<file path="src/rtl/dmc_pkg.sv">
// ----------------------------------------------------------------------------
// dmc_pkg
// Shared sizes, field widths and types of the direct-mapped cache lookup.
// ----------------------------------------------------------------------------
package dmc_pkg;

  localparam int SET_COUNT     = 16384;
  localparam int BACKING_BYTES = 65536;
  localparam int QUEUE_DEPTH   = 2;

  localparam int ADDR_W  = 32;
  localparam int LOWER_W = 16;
  localparam int TAG_W   = ADDR_W - LOWER_W;
  localparam int BYTE_W  = 8;
  localparam int CNT_W   = 32;
  localparam int OFFS_W  = 2;
  localparam int LINE_BYTES = 4;
  localparam int LINE_W  = LINE_BYTES * BYTE_W;
  localparam int SET_W   = $clog2(SET_COUNT);
  localparam int BK_W    = $clog2(BACKING_BYTES);
  localparam int QPTR_W  = (QUEUE_DEPTH > 1) ? $clog2(QUEUE_DEPTH) : 1;
  localparam int QCNT_W  = $clog2(QUEUE_DEPTH + 1);

  localparam int S_DATA_W = ((ADDR_W + BYTE_W + 7) / 8) * 8;
  localparam int M_DATA_W = ((BYTE_W + 2 * CNT_W + 7) / 8) * 8;

  localparam logic ACT_LOAD   = 1'b0;
  localparam logic ACT_ACCESS = 1'b1;

  typedef struct packed {
    logic              is_access;
    logic [TAG_W-1:0]  tag;
    logic [SET_W-1:0]  set;
    logic [OFFS_W-1:0] offs;
    logic [BK_W-1:0]   bidx;
    logic [BYTE_W-1:0] load_byte;
  } cmd_t;

  typedef struct packed {
    logic cleared;
  } back_status_t;

endpackage

</file>
<file path="src/rtl/dmc_queue.sv">
// ----------------------------------------------------------------------------
// dmc_queue
// Short command queue between the front end and the back end.
// ----------------------------------------------------------------------------
module dmc_queue import dmc_pkg::*; (
  input  logic clk,
  input  logic rst,
  input  logic push,
  input  cmd_t push_data,
  output logic full,
  input  logic pop,
  output cmd_t head,
  output logic empty
);

  cmd_t              entries [QUEUE_DEPTH];
  logic [QPTR_W-1:0] wr_ptr;
  logic [QPTR_W-1:0] rd_ptr;
  logic [QCNT_W-1:0] count;

  assign full  = (count == QCNT_W'(QUEUE_DEPTH));
  assign empty = (count == '0);
  assign head  = entries[rd_ptr];

  always_ff @(posedge clk) begin
    if (push) begin
      entries[wr_ptr] <= push_data;
    end
  end

  always_ff @(posedge clk) begin
    if (rst) begin
      wr_ptr <= '0;
      rd_ptr <= '0;
      count  <= '0;
    end else begin
      if (push) begin
        wr_ptr <= (wr_ptr == QPTR_W'(QUEUE_DEPTH - 1)) ? '0 : wr_ptr + 1'b1;
      end
      if (pop) begin
        rd_ptr <= (rd_ptr == QPTR_W'(QUEUE_DEPTH - 1)) ? '0 : rd_ptr + 1'b1;
      end
      if (push && !pop) begin
        count <= count + 1'b1;
      end else if (pop && !push) begin
        count <= count - 1'b1;
      end
    end
  end

  a_no_pop_empty: assert property (@(posedge clk) disable iff (rst) pop |-> !empty)
    else $error("queue popped while empty");
  a_no_push_full: assert property (@(posedge clk) disable iff (rst) push |-> !full)
    else $error("queue pushed while full");
  a_count_bound: assert property (@(posedge clk) disable iff (rst)
    count <= QCNT_W'(QUEUE_DEPTH))
    else $error("queue count out of range");

endmodule

</file>
<file path="config.mk">
export PLATFORM = sky130hd
export DESIGN_NAME = dmc_queue
export DESIGN_NICKNAME = d
export VERILOG_FILES = /design/src/rtl/dmc_pkg.sv /design/src/rtl/dmc_queue.sv
export SDC_FILE = /design/constraint.sdc
export NUM_CORES = 1
export LEC_CHECK = 0
export CAP_MARGIN = 20
export CORE_ASPECT_RATIO = 1.4
export CORE_MARGIN = 2
export CORE_UTILIZATION = 54
export CTS_BUF_LIST = sky130_fd_sc_hd__clkbuf_4 sky130_fd_sc_hd__clkbuf_8
export CTS_CLUSTER_SIZE = 28
export DETAILED_ROUTE_END_ITERATION = 8
export DONT_BUFFER_PORTS = 1
export GPL_TIMING_DRIVEN = 0
export MAX_ROUTING_LAYER = met4
export PLACE_DENSITY = 0.73
export SLEW_MARGIN = 5
export SYNTH_ARGS = -nofsm -noshare
export SYNTH_HDL_FRONTEND = slang
export SYNTH_SLANG_ARGS = --single-unit
</file>
<file path="constraint.sdc">
create_clock -name clk -period 6.6 [get_ports clk]
set_clock_uncertainty 0.2 [all_clocks]
set_input_delay 0.33 -clock clk [delete_from_list [all_inputs] [get_ports clk]]
set_output_delay 0.33 -clock clk [all_outputs]
set_load 0.005 [all_outputs]
</file>
# Word-level counts from Yosys, hierarchy flattened
# Memories as Yosys holds them, arrays and structs flattened. A register that Yosys moved wholly into a read port is not among the register bits.
# Index checks and enable logic that the tools add are counted.
[word_totals]
input_bits = 61
n_memories = 1
wordCells = 23
register_bits = 4
output_inout_bits = 59
ramBits = 114
[memory_table]
columns = ["memory", "words", "word_bits", "read_ports", "rd_ports_with_merged_regs", "wr", "line", "text"]
rows = [
  ["entries", 2, 57, 1, 1, 1, "dmc_queue.sv:16", "cmd_t entries [QUEUE_DEPTH];"],
]
[op_classes]
n_eq_ne = 1
addsub = 4
reduce_logical = 6
n_mux = 8
[ops]
columns = ["op", "count"]
rows = [
  ["two-way mux 1 bit", 6],
  ["two-way mux 2 bit", 2],
  ["adder 1 bit, second input constant", 2],
  ["adder 2 x 1 -> 2 bit, second input constant", 1],
  ["== test 2 bit, second input constant", 1],
  ["logical AND 1 bit", 2],
  ["logical NOT 1 bit", 2],
  ["logical NOT 2 bit", 1],
  ["nonzero test 2 bit", 1],
  ["subtractor 2 x 1 -> 2 bit, second input constant", 1],
]

# Logic depth before layout (Yosys ltp)
# Gate-level depths: netlist of the first run.
[depth]
word_depth = 4
ltp_mapped = 5
depth_no_buf = 5

# Worst setup path after synthesis of the first run
# No wires, ideal clock.
[synth_path]
path_type = "register -> register"
startpoint = "register wr_ptr"
endpoint = "memory entries[0][0] (netlist name) (enable)"
synth_period_minus_slack_ns = 3.545
t_required_ns = 5.921
setup_ns = 0.479
t_arrival_ns = 2.866
n_path_buf = 0
path_slack_ns = 3.055
path_stages_with_launch = 2
cell_sequence = "dfxtp_1 -> nor2b_1"
[synth_rtl]
columns = ["item", "line", "text"]
rows = [
  ["start, declared", "dmc_queue.sv:17", "logic [QPTR_W-1:0] wr_ptr;"],
  ["start signal, assigned", "dmc_queue.sv:38", "wr_ptr <= (wr_ptr == QPTR_W'(QUEUE_DEPTH - 1)) ? '0 : wr_ptr + 1'b1;"],
  ["end, declared", "dmc_queue.sv:16", ""],
]
# No word-level cell before the write port.

==> results.yml, run 1 <==
floorplan:
  core_area_sq_mm: 0.00775
  rows: 38
  die_h_microns: 110
  dieArea_sq_mm: 0.00875
  die_x_microns: 79.6
  start_util_pct: 55.8
  io_pins: 120
final_layout:
  final_cell_count_no_fill: 393
  utilization_pct: 70.7
  nets: 342
  area_delta_synth_final_pct: 26.7
  layout-drive-gt1-share_pct: 33.8
  fillers: 498
  n_antenna_cell: 0
power_and_ir_drop:
  p_total_mw: 1.62
  ir_drop_mv: 0.211
  power_density_mw_per_mm2: 297
  leakagePower_nw: 1.88
sta:
  timing.final.ws_setup_ns: 4.57
  worstMarginPinSlew_ns: 0.800
  setup_viol: 0
  maxSlewViolCount: 0
  timing.final.crit_share_pct: 30.8
  fmax_mhz: 492
  slew_headroom_pct: 46.7
  post-route-min-period_ns: 2.03
  tns_ns: 0
  rsz0062_at_grt: "false"
  hold_viol_final: 0
min_path:
  hold_depth: 3
  min_path_type: "primary input to register"
clock_network:
  root_buffer: "clkbuf_8"
  clock_sinks: 119
  clk-insertion-delay-late_ns: 0.42
  clkTransAtPathRegs_ns: 0.07
  cts_buffers: 17
  cts_tree: "yes"
  cts.path.max_buffers: 2
  cts_resized: 0
  htreeDepth: 4
placed_design:
  dp_cells: 301
  place.gp.congestion: 0.686
  pre_cts_slack_ns: 4.86
  dp_hpwl_mm: 4.29
  io_buffers: 0
setup_path:
  cp.required_ns: 6.07
  path_class: "register to primary output"
  critPathLaunchType: "register"
  cp-end-kind: "primary output"
  worstPathMaxFanout: 10
  crit_arrival_ns: 1.50
  r2r_cells: 1
synthesis:
  syn_area_sq_mm: 0.00432
  yosys_register_bits: 119
  yosysWarnings: 0
  synth_nets: 261
  netlist_instances: 199
  synth-seq-area-share_pct: 81.5
  synth_cell_types: 17
  syn_avg_cell_area_sq_um: 21.7
route:
  final_antenna_net_count: 0
  wire_per_inst_microns: 18.3
  drt-total-wl_mm: 7.17
  vias: 2013
  vias_per_cell: 5.12
  drc_errors: 0
  drt-initial-drc-count: 101
  firstDrtPassIters: 4
status:
  status: "completed"
global_route:
  grt_pass1_vias: 2131
  grt_pass1_wl_mm: 10.4
  grt_use_total_pct: 17.6
  grt_overflow_total: 0
  antenna_found_initial: 0
  grt_max_degree: 58
run:
  cap_violations: 0
[worst paths after layout]
kind                                from       endpoint  slack [ns]
worst min register to register  count[1]       count[1]        0.34
worst max-delay path            register       head[16]        4.57
worst min-delay path                push       count[0]        0.08
worst max register to register    wr_ptr  entries[1][5]        4.88
[area by class of cell]
cell class                 instances  area [sq um]  share of cell area [%]
inverter                           1          3.75                  0.0685
tap                              100           125                    2.28
buffer                             6          51.3                   0.937
clock inverter                    10          78.8                    1.44
clock buffer                      22           284                    5.19
sequential                       119          3520                    64.3
timing repair buffer              62           656                    12.0
multi-input combinational         73           756                    13.8
[cell usage in the layout, fill, tap and decap left out, types with 2 or more instances in the layout]
master,count
buf_16,2
buf_2,2
buf_6,3
clkbuf_4,3
clkbuf_8,19
clkinv_2,6
clkinvlp_4,2
dfxtp_1,5
dlygate4sd3_1,60
edfxtp_1,114
mux2_2,57
nor2_1,5
xnor2_1,2
xor2_1,2
[synthesized netlist by cell type]
master / instances / area [sq um]
dfxtp_1: 5 / 100
o21ai_0: 1 / 5.00
a21oi_1: 1 / 5.00
or3_1: 1 / 6.26
inv_1: 1 / 3.75
and2_1: 1 / 6.26
edfxtp_1: 114 / 3420
xnor2_1: 2 / 17.5
ha_1: 1 / 12.5
xor2_1: 2 / 17.5
nor2_1: 5 / 18.8
buf_6: 3 / 33.8
and2b_2: 1 / 8.76
nor2b_1: 1 / 6.26
buf_4: 1 / 7.51
mux2_2: 57 / 642
buf_2: 2 / 10.0
[registers in the layout, summed over array words and instances, names as in the netlist, named ones only]
register  flops
count         2
entries     114
rd_ptr        1
wr_ptr        1
[cells by family after synthesis]
logic type	share of synthesized area, %
buffers and inverters	1.27
XOR/XNOR	0.810
multiplexers	14.8
AO/OA/AOI/OAI	0.231
adder cells (fa/ha/maj)	0.289
flip-flops	81.5
AND/OR/NAND/NOR	1.07
[metrics by stage]
| step | instance area (sq um) | hold slack, ns |
|---|---|---|
| after floorplan | 4320 | 0.199 |
| after global placement | 4450 | 0.201 |
| after detailed placement | 4510 | 0.204 |
| after CTS | 5480 | 0.0116 |
| after global routing | 5480 | 0.0739 |
| final | 5480 | 0.0762 |
[routing by layer]
metal,share of wire [%],GRT usage [%],vias to the layer above
met4,1.1,8.87,0
li1,-,-,944
met2,57,29.4,74
met1,37,17.8,988
met5,0,-,-
met3,5.1,6.90,7
[worst max-delay path, stage by stage, from the launching register on]
cell,delay (ns)
dfxtp_1,0.34
buf_4,0.21
buf_6,0.18
mux2_2,0.37
[power breakdown]
| part | switching, mW | internal [mW] |
|---|---|---|
| clock | 0.257 | 0.324 |
| sequential | 0.0121 | 0.880 |
| combinational | 0.0726 | 0.0793 |
[timing repair]
item                                   CTS  global route
hold buffers                            60             0
setup endpoints to repair                0             0
endpoints found under the hold margin  119             0
buffers inserted                         0             0
Power figures use the tool's default switching activity.
==> inputs of run 2 (changes only) <==
==> constraint.sdc (replaced) <==
create_clock -name clk -period 1.9 [get_ports clk]
set_clock_uncertainty 0.2 [all_clocks]
set_input_delay 0.095 -clock clk [delete_from_list [all_inputs] [get_ports clk]]
set_output_delay 0.095 -clock clk [all_outputs]
set_load 0.005 [all_outputs]
==> results.yml, run 2 (synthesized netlist as in run 1, its figures left out) <==
power_and_ir_drop:
  pwr-share-clk_pct: 38.3
  power_density_mw_per_mm2: 1060
  power.internal_mw: 4.72
  leakagePower_nw: 1.91
  pwr-share-comb_pct: 9.0
  p_switching_mw: 1.17
  ir_drop_mv: 0.780
  p_seq_share_pct: 52.7
  switching_share_pct: 19.9
global_route:
  grt_max_degree: 32
  grt_pass1_vias: 2164
  antenna_found_initial: 0
  grt_pass1_wl_mm: 10.7
  grt_use_total_pct: 18.1
  grt_overflow_total: 0
route:
  drt-total-wl_mm: 7.31
  drc_errors: 0
  drt-initial-drc-count: 73
  wl_met3_microns: 334
  wl_met2_mm: 4.25
  vias: 2026
  vias_per_cell: 5.13
  firstDrtPassIters: 4
  final_antenna_net_count: 0
  wire_per_inst_microns: 18.5
  drt-met1-wl_mm: 2.60
  top_layer_used: "met4"
setup_path:
  cp.required_ns: 1.60
  reg2reg_from: "wr_ptr"
  slowest_stage: "mux2_2"
  rrSetupSlack_ns: 0.19
  worstPathMaxFanout: 10
  r2r_cells: 2
  slowest_delay_ns: 0.37
  crit_path_frequent_cell: "buf_6"
  cp-end-kind: "primary output"
  critPathLaunchType: "register"
  path_class: "register to primary output"
  critical_path.cell_chain: "buf_6 > buf_6 > mux2_2"
  timing.rr.end: "entries[1][49]"
  crit_arrival_ns: 1.47
final_layout:
  reg.largest.list: "entries (114), count (2)"
  fillers: 482
  final_cell_count_no_fill: 395
  largest_register: "entries"
  layout_commonest_cell: "edfxtp_1"
  final_cell_mix: "edfxtp_1, dlygate4sd3_1, mux2_2"
  nets: 345
  largest_reg_flops: 114
  n_antenna_cell: 0
  layout-drive-gt1-share_pct: 32.2
  final_area_sq_mm: 0.00553
  area_delta_synth_final_pct: 27.9
placed_design:
  io_buffers: 0
  dp_cells: 301
  dp_hpwl_mm: 4.29
  place.gp.congestion: 0.620
  dpl-instance-area_sq_mm: 0.00450
clock_network:
  cts_buffers: 17
  cts.path.max_buffers: 2
  clock_sinks: 119
  cts_tree: "yes"
  clk-insertion-delay-late_ns: 0.41
  clkTransAtPathRegs_ns: 0.06
  root_buffer: "clkbuf_8"
  htreeDepth: 4
sta:
  maxSlewViolCount: 0
  slew_headroom_pct: 51.6
  timing.final.crit_share_pct: 92.9
  hold_viol_final: 0
  post-route-min-period_ns: 1.77
  rsz0062_at_grt: "false"
  fmax_mhz: 566
  worstMarginPinSlew_ns: 0.723
  setup_viol: 0
  tns_ns: 0
run:
  cap_violations: 0
min_path:
  holdCritStartpoint: "push_data[4]"
  hold_depth: 1
  worstHoldEndpoint: "entries[0][4]"
  min_path_type: "primary input to register"
floorplan:
  start_util_pct: 55.8
  dieArea_sq_mm: 0.00875
  io_pins: 120
  core_area_sq_mm: 0.00775
  die_h_microns: 110
  die_x_microns: 79.6
  rows: 38
status:
  status: "completed"
## run 2: worst max-delay path, delay by kind of cell (launching register included)
family | cells | cell delay (ns)
multiplexers | 1 | 0.37
flip-flops | 1 | 0.36
buffers and inverters | 2 | 0.33
## run 2: metal layers
| layer | up-vias | GRT usage [%] |
|---|---|---|
| met4 | 0 | 9.61 |
| met1 | 999 | 17.4 |
| li1 | 951 | - |
| met2 | 67 | 31.5 |
| met3 | 9 | 6.57 |
| met5 | - | - |
## run 2: final cells by class
cell class,instances,area [sq um],share of cell area (%)
Timing Repair Buffer,64,661,11.9
Sequential cell,119,3520,63.7
Multi-Input combinational cell,74,764,13.8
Clock buffer,17,234,4.23
Tap cell,100,125,2.26
Clock inverter,14,164,2.96
Buffer,6,55.1,0.995
Inverter,1,3.75,0.0679
## run 2: how the worst max path moves through the flow
stage,cells past startpoint,start,slack (ns),to
floorplan,1,wr_ptr,0.09,entries[0][0]
global placement,1,wr_ptr,-0.35,entries[0][17]
detailed placement,2,wr_ptr,0.05,entries[1][51]
CTS,6,pop,0.005,count[1]
global route,3,register,0.01,head[23]
finish,3,register,0.13,head[16]
## run 2: power by group through the flow
stage	sequential (mW)	combinational [mW]	clock, mW
final	3.10	0.529	2.26
after global routing	3.11	0.572	2.45
after CTS	3.10	0.533	2.32
after detailed placement	3.16	0.407	0
after global placement	3.15	0.394	0
after floorplan	3.14	0.317	0
## run 2: repair_timing
action,4_1_cts,5_1_grt
buffers inserted,0,0
hold endpoints to repair,145,26
gates resized for setup,0,2
hold buffers,62,1
setup endpoints to repair,0,93
## run 2: through the flow
stage          power (mW)  util [%]  setup WS [ns]  hold WS [ns]
2_1_floorplan        3.46         -         0.0872       -0.0359
3_3_place_gp         3.54      57.5         -0.346       -0.0327
3_5_place_dp         3.56      58.0         0.0481       -0.0303
4_1_cts              5.95      71.2        0.00545        0.0870
5_1_grt              6.13      71.4         0.0148         0.102
6_report             5.88      71.4          0.134         0.131
