**src/rtl/dmc_pkg.sv**
```systemverilog
// ----------------------------------------------------------------------------
// dmc_pkg
// Shared sizes, field widths and types of the direct-mapped cache lookup.
// ----------------------------------------------------------------------------
package dmc_pkg;

  localparam int SET_COUNT     = 16384;
  localparam int BACKING_BYTES = 65536;
  localparam int QUEUE_DEPTH   = 2;

  localparam int ADDR_W  = 32;
  localparam int LOWER_W = 16;
  localparam int TAG_W   = ADDR_W - LOWER_W;
  localparam int BYTE_W  = 8;
  localparam int CNT_W   = 32;
  localparam int OFFS_W  = 2;
  localparam int LINE_BYTES = 4;
  localparam int LINE_W  = LINE_BYTES * BYTE_W;
  localparam int SET_W   = $clog2(SET_COUNT);
  localparam int BK_W    = $clog2(BACKING_BYTES);
  localparam int QPTR_W  = (QUEUE_DEPTH > 1) ? $clog2(QUEUE_DEPTH) : 1;
  localparam int QCNT_W  = $clog2(QUEUE_DEPTH + 1);

  localparam int S_DATA_W = ((ADDR_W + BYTE_W + 7) / 8) * 8;
  localparam int M_DATA_W = ((BYTE_W + 2 * CNT_W + 7) / 8) * 8;

  localparam logic ACT_LOAD   = 1'b0;
  localparam logic ACT_ACCESS = 1'b1;

  typedef struct packed {
    logic              is_access;
    logic [TAG_W-1:0]  tag;
    logic [SET_W-1:0]  set;
    logic [OFFS_W-1:0] offs;
    logic [BK_W-1:0]   bidx;
    logic [BYTE_W-1:0] load_byte;
  } cmd_t;

  typedef struct packed {
    logic cleared;
  } back_status_t;

endpackage

```
**src/rtl/dmc_front.sv**
```systemverilog
// ----------------------------------------------------------------------------
// dmc_front
// Accept transactions, split the address into tag, set, offset and backing
// index, and hand the decoded command to the queue.
// ----------------------------------------------------------------------------
module dmc_front import dmc_pkg::*; (
  input  logic                clk,
  input  logic                rst,
  input  logic                s_tvalid,
  output logic                s_tready,
  input  logic [S_DATA_W-1:0] s_tdata,
  input  logic [0:0]          s_tuser,
  input  back_status_t        status,
  input  logic                q_full,
  output logic                q_push,
  output cmd_t                q_data
);

  logic [ADDR_W-1:0] addr;
  cmd_t              dec;
  cmd_t              held_cmd;
  logic              held;
  logic              held_next;
  logic              accept;

  assign addr = s_tdata[ADDR_W-1:0];

  always_comb begin
    dec.is_access = (s_tuser[0] == ACT_ACCESS);
    dec.tag       = addr[ADDR_W-1:LOWER_W];
    dec.set       = addr[SET_W+OFFS_W-1:OFFS_W];
    dec.offs      = addr[OFFS_W-1:0];
    dec.bidx      = addr[BK_W-1:0];
    dec.load_byte = s_tdata[ADDR_W +: BYTE_W];
  end

  assign q_push   = held && !q_full;
  assign q_data   = held_cmd;
  assign s_tready = status.cleared && (!held || !q_full);
  assign accept   = s_tvalid && s_tready;

  always_comb begin
    held_next = held;
    if (accept) begin
      held_next = 1'b1;
    end else if (q_push) begin
      held_next = 1'b0;
    end
  end

  always_ff @(posedge clk) begin
    if (rst) begin
      held <= 1'b0;
    end else begin
      held <= held_next;
    end
  end

  always_ff @(posedge clk) begin
    if (accept) begin
      held_cmd <= dec;
    end
  end

endmodule

```
**config.mk**
```make
export PLATFORM = sky130hd
export DESIGN_NAME = dmc_front
export DESIGN_NICKNAME = d
export VERILOG_FILES = /design/src/rtl/dmc_pkg.sv /design/src/rtl/dmc_front.sv
export SDC_FILE = /design/constraint.sdc
export NUM_CORES = 1
export LEC_CHECK = 0
export BUFFER_PORTS_ARGS = -buffer_cell sky130_fd_sc_hd__buf_2
export CORE_ASPECT_RATIO = 1.25
export CORE_MARGIN = 1.5
export CORE_UTILIZATION = 35
export DETAILED_ROUTE_END_ITERATION = 7
export PLACE_DENSITY_LB_ADDON = 0.05
export SYNTH_ARGS = -nofsm -noshare
export SYNTH_HDL_FRONTEND = slang
export SYNTH_SLANG_ARGS = --single-unit
export TNS_END_PERCENT = 5
```
**constraint.sdc**
```tcl
create_clock -name clk -period 2.95 [get_ports clk]
set_input_delay 0.295 -clock clk [delete_from_list [all_inputs] [get_ports clk]]
set_output_delay 0.295 -clock clk [all_outputs]
set_load 0.03 [all_outputs]
```
# Word level (Yosys, flattened, before mapping)
# Index checks and enable logic that the tools add are counted.
[word_totals] regBits=58 output_inout_bits=59 elab_cells=16
[op_classes] n_mux=2 n_reduce_logical=7
[op_table] op="logical AND 1 bit" count=3
[op_table] op="zero test 1 bit" count=2
[op_table] op="two-way mux 1 bit" count=2
[op_table] op="nonzero test 2 bit" count=1
[op_table] op="logical OR 1 bit" count=1

# Depth between registers and ports, before layout
# Gate-level depths: netlist of the first run.
[logic_depth] ltp_word=5 depth_mapped=2

# Least setup slack after synthesis of the first run
# OpenSTA, ideal clock, no wires.
[synth_path] path_type="input to register" startpoint="input port status" endpoint="register held_cmd, in the netlist q_data[0], enable pin" setup_time_ns=0.453 arrival_ns=2.371 slack_ns=0.126 stages=2 n_path_buf=0 cell_sequence="nand2_1 > a21oi_1"
[synth_between] elab_chain_len=2
[synth_lines] item="start: declaration" line="dmc_front.sv:13" text="input back_status_t status,"
[synth_lines] item="logical AND 1 bit" line="dmc_front.sv:39" text="assign s_tready = status.cleared && (!held || !q_full);"
[synth_lines] item="logical AND 1 bit" line="dmc_front.sv:40" text="assign accept = s_tvalid && s_tready;"
[synth_lines] item="net accept" line="dmc_front.sv:24" text="logic accept;"
[synth_lines] item="end signal: assignment" line="dmc_front.sv:61" text="held_cmd <= dec;"
[synth_lines] item="end: declaration" line="dmc_front.sv:21" text="cmd_t held_cmd;"
# The timed path passes the listed nets, and every way through them passes these cells.
# A chain may end at the register's enable or synchronous reset.

# Worst setup path in the final report of the first run
[layout_path] startpoint="register held" endpoint="register held_cmd, in the netlist q_data[4], enable pin"
[layout_between] elab_chain_len=4
[layout_lines] item="start: declaration" line="dmc_front.sv:22" text="logic held;"
[layout_lines] item="start signal: assignment" line="dmc_front.sv:55" text="held <= held_next;"
[layout_lines] item="zero test 1 bit" line="dmc_front.sv:39"
[layout_lines] item="logical OR 1 bit" line="dmc_front.sv:39"
[layout_lines] item="logical AND 1 bit" line="dmc_front.sv:39"
[layout_lines] item="logical AND 1 bit" line="dmc_front.sv:40"
[layout_lines] item="net accept" line="dmc_front.sv:24"
# The timed path passes the listed nets, and every way through them passes these cells.

==> impl_metrics.env, run 1 <==
export IMPL_status="finished clean"
export IMPL_crit_arrival_ns=1.57
export IMPL_cp_max_fo=21
export IMPL_grt_max_degree=22
export IMPL_core_area_sq_um=3816
export IMPL_drive_gt1_frac=0.7143
export IMPL_grt_pass1_wl_um=3698
export IMPL_holdCritStartpoint="rst"
export IMPL_vias_per_cell=4.070
export IMPL_startpoint="held$_SDFFE_PP0P_"
export IMPL_timing_rr_start="held$_SDFFE_PP0P_"
export IMPL_io_pins=105
export IMPL_cts_resized=0
export IMPL_cts_hold_buffers=0
export IMPL_swShare=0.2281
export IMPL_report_power_total_w=0.001268
export IMPL_hp_class="in2reg"
export IMPL_path_clk_slew_ns=0.07
export IMPL_cts_root_buffer="clkbuf_8"
export IMPL_grt_ovfl_total=0
export IMPL_p_seq_frac=0.546
export IMPL_fin_nets=206
export IMPL_hold_violations=0
export IMPL_p_comb_frac=0.114
export IMPL_rsz0062_at_grt="no"
export IMPL_grt_pass1_vias=809
export IMPL_drtIter0Drc=15
export IMPL_drc=0
export IMPL_synth_area_leaders="edfxtp_1 88%, buf_4 8.6%, dfxtp_1 1.4%"
export IMPL_gp_congestion=0.7273
export IMPL_dr_total_vias=875
export IMPL_synth_warnings=0
export IMPL_slowest_delay_ns=0.53
export IMPL_yosys_area_top_type_share=0.8770
export IMPL_critPathTopFamily="compound AO/OA/AOI/OAI gates"
export IMPL_p_int_w=0.0009791
export IMPL_worstSkewPairLatency_ns=0.29
export IMPL_synth_area_sq_um=1404
export IMPL_htree_levels=2
export IMPL_drv_cap=0
export IMPL_post_cts_repair_setup_buffers=0
export IMPL_avgSynthCellArea_sq_um=21.94
export IMPL_drtAntennaViolNets=0
export IMPL_synth_cell_types=7
export IMPL_peakVddDrop_mv=0.3289
export IMPL_worst_clock_skew_ns=0.005698
export IMPL_timing_critical_path_buf_inv=1
export IMPL_routed_wl_um=2615
export IMPL_critPathSlowestCell="a21oi_4"
export IMPL_place_inst=207
export IMPL_syn_inst=64
export IMPL_worstSetupEndpointType="flop"
export IMPL_die_height_um=73.81
export IMPL_syn_to_final_growth_pct=42.42
export IMPL_worstPathRequired_ns=2.92
export IMPL_p_leak_nw=0.8816
export IMPL_firstDrtPassIters=4
export IMPL_finalCriticalPeriod_ns=1.596
export IMPL_worstSetupStartpointType="flop"
export IMPL_syn_num_nets=110
export IMPL_timing_hold_ws_ns=0.1613
export IMPL_layout_common_cells="104 x buf_2, 41 x edfxtp_1, 5 x clkbuf_8, 2 x nand2_1, 2 x clkinv_2"
export IMPL_worstMarginPinSlew_ns=0.6343
export IMPL_finalCritPeriodShare=0.5411
export IMPL_mostFrequentLayoutCell="buf_2"
export IMPL_numCtsBuffers=5
export IMPL_antenna_cells=0
export IMPL_die_w_um=59.65
export IMPL_post_drt_wl_per_cell_um=12.16
export IMPL_p_per_area_nw_per_um2=634.4
export IMPL_setup_tns_ns=0
export IMPL_slew_headroom=0.5762
export IMPL_dieArea_sq_um=4402
export IMPL_start_util=0.3679
export IMPL_synth_top_area_cell="edfxtp_1"
export IMPL_fillers=356
export IMPL_grt_antenna_before_repair=0
export IMPL_switchingPower_w=0.0002894
export IMPL_setup_violations=0
export IMPL_track_usage=0.1212
export IMPL_port_buffers=104
export IMPL_row_count=25
export IMPL_cts_sinks=42
export IMPL_cts_tree="yes"
export IMPL_utilization=0.5239
export IMPL_synth_seq_area_share=0.8913
export IMPL_final_max_slew_viol_count=0
export IMPL_worst_setup_path_type="reg2reg"
export IMPL_finalNonFillerCells=215
export IMPL_crit_chain="a21oi_4 > buf_4"
export IMPL_cts_path_max_buffers=2
export IMPL_ys_seq_elements=42
export IMPL_max_freq_mhz=626.5
export IMPL_clock_power_share=0.340
sequential cells by signal, indices dropped and copies added (netlist names):
register / flops
held: 1
q_data: 41
cell usage after synthesis:
| cell | count |
|---|---|
| buf_4 | 16 |
| dfxtp_1 | 1 |
| and2_1 | 1 |
| a21oi_1 | 2 |
| nand2_1 | 2 |
| and2b_2 | 1 |
| edfxtp_1 | 41 |
power groups by stage:
stage               Clock (W)  Combinational (W)  Sequential (W)
detailed placement          0           0.000147        0.000706
floorplan                   0          0.0000441        0.000758
CTS                  0.000446           0.000147        0.000693
global placement            0           0.000144        0.000705
global route         0.000467           0.000154        0.000696
finish               0.000431           0.000145        0.000692
final cells by class:
type | instances | area, sq um | share of cell area
flip-flops and latches | 42 | 1251 | 0.6258
well taps | 54 | 67.56 | 0.03379
repair buffers | 105 | 528.0 | 0.2641
multi-input cells | 6 | 43.79 | 0.02190
clock inverters | 3 | 40.04 | 0.02003
clock buffers | 5 | 68.82 | 0.03442
worst paths after layout:
path,endpoint,slack [ns],cells after the start
min,held$_SDFFE_PP0P_,0.16,2
max,q_data[4]$_DFFE_PP_,1.35,2
max reg2reg,q_data[4]$_DFFE_PP_,1.35,2
min reg2reg,held$_SDFFE_PP0P_,0.55,2
cells by family (layout without fill, tap and decap cells):
group / count (synthesis) / after routing / share of synthesized area
AOI/OAI and AO/OA: 2 / 2 / 0.007130
and+or+nand+nor: 4 / 4 / 0.01605
buffers and inverters: 16 / 113 / 0.08556
DFF: 42 / 42 / 0.8913
per-stage QoR:
step                setup slack (ns)  area, sq um
global route                   1.207         1999
CTS                            1.314         1999
floorplan                     0.1258         1404
detailed placement             1.193         1891
global placement               1.239         1891
finish                         1.354         1999
per-layer routing:
layer / share of wire / vias to the layer above / track usage
li1: - / 410 / -
met1: 0.32 / 392 / 0.1194
met2: 0.52 / 66 / 0.2017
met3: 0.13 / 7 / 0.06690
met4: 0.028 / 0 / 0.05926
met5: 0 / - / 0
worst register-to-register path, cell delays in order (launching register included):
cell and delay [ns]:
dfxtp_1 0.35, a21oi_4 0.54, buf_4 0.40
Power figures use the tool's default switching activity.
==> inputs of run 2 (changes only) <==
- CORE_UTILIZATION: 35 -> 39
- clock period: 2.95 -> 1.61 ns (I/O delays scaled with it)
==> run 2 against run 1 <==
- via count decreased by 0.57%
- clock-buffer cell count increased by 1
- sequential cell count did not move
- final cell count fell by 6.5%
- non-clock buffer count up 1
- final area down 1.9%
==> impl_metrics.env, run 2 (synthesis results as in run 1) <==
export IMPL_status="finished clean"
export IMPL_cts_tree="yes"
export IMPL_cts_resized=0
export IMPL_largest_reg_flops=41
export IMPL_path_clk_slew_ns=0.07
export IMPL_cp_max_fo=3
export IMPL_setup_tns_ns=0
export IMPL_peakVddDrop_mv=0.8191
export IMPL_io_pins=105
export IMPL_fin_nets=207
export IMPL_dieArea_sq_um=3971
export IMPL_grt_pass1_vias=836
export IMPL_core_area_sq_um=3453
export IMPL_row_count=24
export IMPL_worstSetupEndpointType="output port"
export IMPL_worst_setup_path_type="reg2out"
export IMPL_final_max_slew_viol_count=0
export IMPL_worstSetupStartpointType="flop"
export IMPL_worstPathRequired_ns=1.45
export IMPL_p_leak_nw=0.8738
export IMPL_cts_root_buffer="clkbuf_8"
export IMPL_layout_common_cells="104 x buf_2, 41 x edfxtp_1, 5 x clkbuf_8"
export IMPL_port_buffers=104
export IMPL_post_cts_repair_setup_buffers=0
export IMPL_finalCritPeriodShare=0.7729
export IMPL_dr_total_vias=870
export IMPL_drv_cap=0
export IMPL_grt_ovfl_total=0
export IMPL_worst_clock_skew_ns=0.006420
export IMPL_hold_violations=0
export IMPL_cts_hold_buffers=0
export IMPL_firstDrtPassIters=4
export IMPL_rsz0062_at_grt="no"
export IMPL_die_w_um=56.66
export IMPL_htree_levels=2
export IMPL_max_freq_mhz=803.6
export IMPL_routed_wl_um=2608
export IMPL_drc=0
export IMPL_setup_violations=0
export IMPL_timing_hold_ws_ns=0.02200
export IMPL_drtAntennaViolNets=0
export IMPL_drive_gt1_frac=0.7099
export IMPL_track_usage=0.1347
export IMPL_grt_max_degree=23
export IMPL_numCtsBuffers=5
export IMPL_p_per_area_nw_per_um2=1102
export IMPL_grt_pass1_wl_um=3774
export IMPL_worstMarginPinSlew_ns=0.2759
export IMPL_vias_per_cell=4.328
export IMPL_die_height_um=70.08
export IMPL_start_util=0.4065
export IMPL_ff2ff_setup_slack_ns=0.52
export IMPL_worstSkewPairLatency_ns=0.29
export IMPL_hp_class="in2reg"
export IMPL_antenna_cells=0
export IMPL_post_drt_wl_per_cell_um=12.98
export IMPL_gp_congestion=0.6455
export IMPL_grt_antenna_before_repair=0
export IMPL_syn_to_final_growth_pct=39.75
export IMPL_finalCriticalPeriod_ns=1.244
export IMPL_cts_path_max_buffers=2
export IMPL_slew_headroom=0.8160
export IMPL_drtIter0Drc=17
export IMPL_crit_arrival_ns=1.08
export IMPL_cts_sinks=42
export IMPL_mostFrequentLayoutCell="buf_2"
## run 2: cell types whose count changed in the layout (fill, tap and decap cells not counted), sizes merged
cell | before | now
buf | 105 | 106
bufinv | 1 | 0
clkbuf | 5 | 6
## run 2: final timing paths
kind | startpoint | end | depth (start not counted)
max | held$_SDFFE_PP0P_ | s_tready | 3
min | rst | held$_SDFFE_PP0P_ | 2
max reg2reg | held$_SDFFE_PP0P_ | q_data[35]$_DFFE_PP_ | 2
min reg2reg | held$_SDFFE_PP0P_ | held$_SDFFE_PP0P_ | 2
## run 2: final cells by class
type	count	area (sq um)
fill	291	1491
sequential	42	1251
timing repair buffer	106	535.5
clock buffer	6	72.57
tap	39	48.80
multi-input combinational	6	43.79
clock inverter	2	10.01
## run 2: metrics by stage
| stage | utilization | cells | area (sq um) | setup WS, ns | power [W] |
|---|---|---|---|---|---|
| finish | 0.5681 | 201 | 1962 | 0.3656 | 0.002162 |
| global route | 0.5681 | 201 | 1962 | 0.2957 | 0.002251 |
| CTS | 0.5681 | 201 | 1962 | 0.3476 | 0.002197 |
| detailed placement | 0.5442 | 193 | 1879 | 0.4942 | 0.001564 |
| global placement | 0.5442 | 193 | 1879 | 0.5383 | 0.001557 |
| floorplan | - | 64 | 1415 | 0.1505 | 0.001468 |
## run 2: power by group
part	internal, W	switching [W]	total, W
clock	0.000300	0.000326	0.000626
combinational	0.0000843	0.000182	0.000266
sequential	0.00126	0.0000138	0.00127
total	0.00164	0.000522	0.00216
## run 2: critical path, cell delays in order (launching register included)
cell     delay (ns)
dfxtp_1        0.39
nand2_1        0.08
and2_1         0.16
buf_2          0.17
## run 2: layer usage
layer	routed length, um	global-route usage	share of wire	vias to the layer above
met2	1436	0.2455	0.55	59
met4	51	0.07937	0.020	0
met1	869	0.1134	0.33	394
li1	-	-	-	413
met3	252	0.06296	0.097	4
met5	0	0	0	-
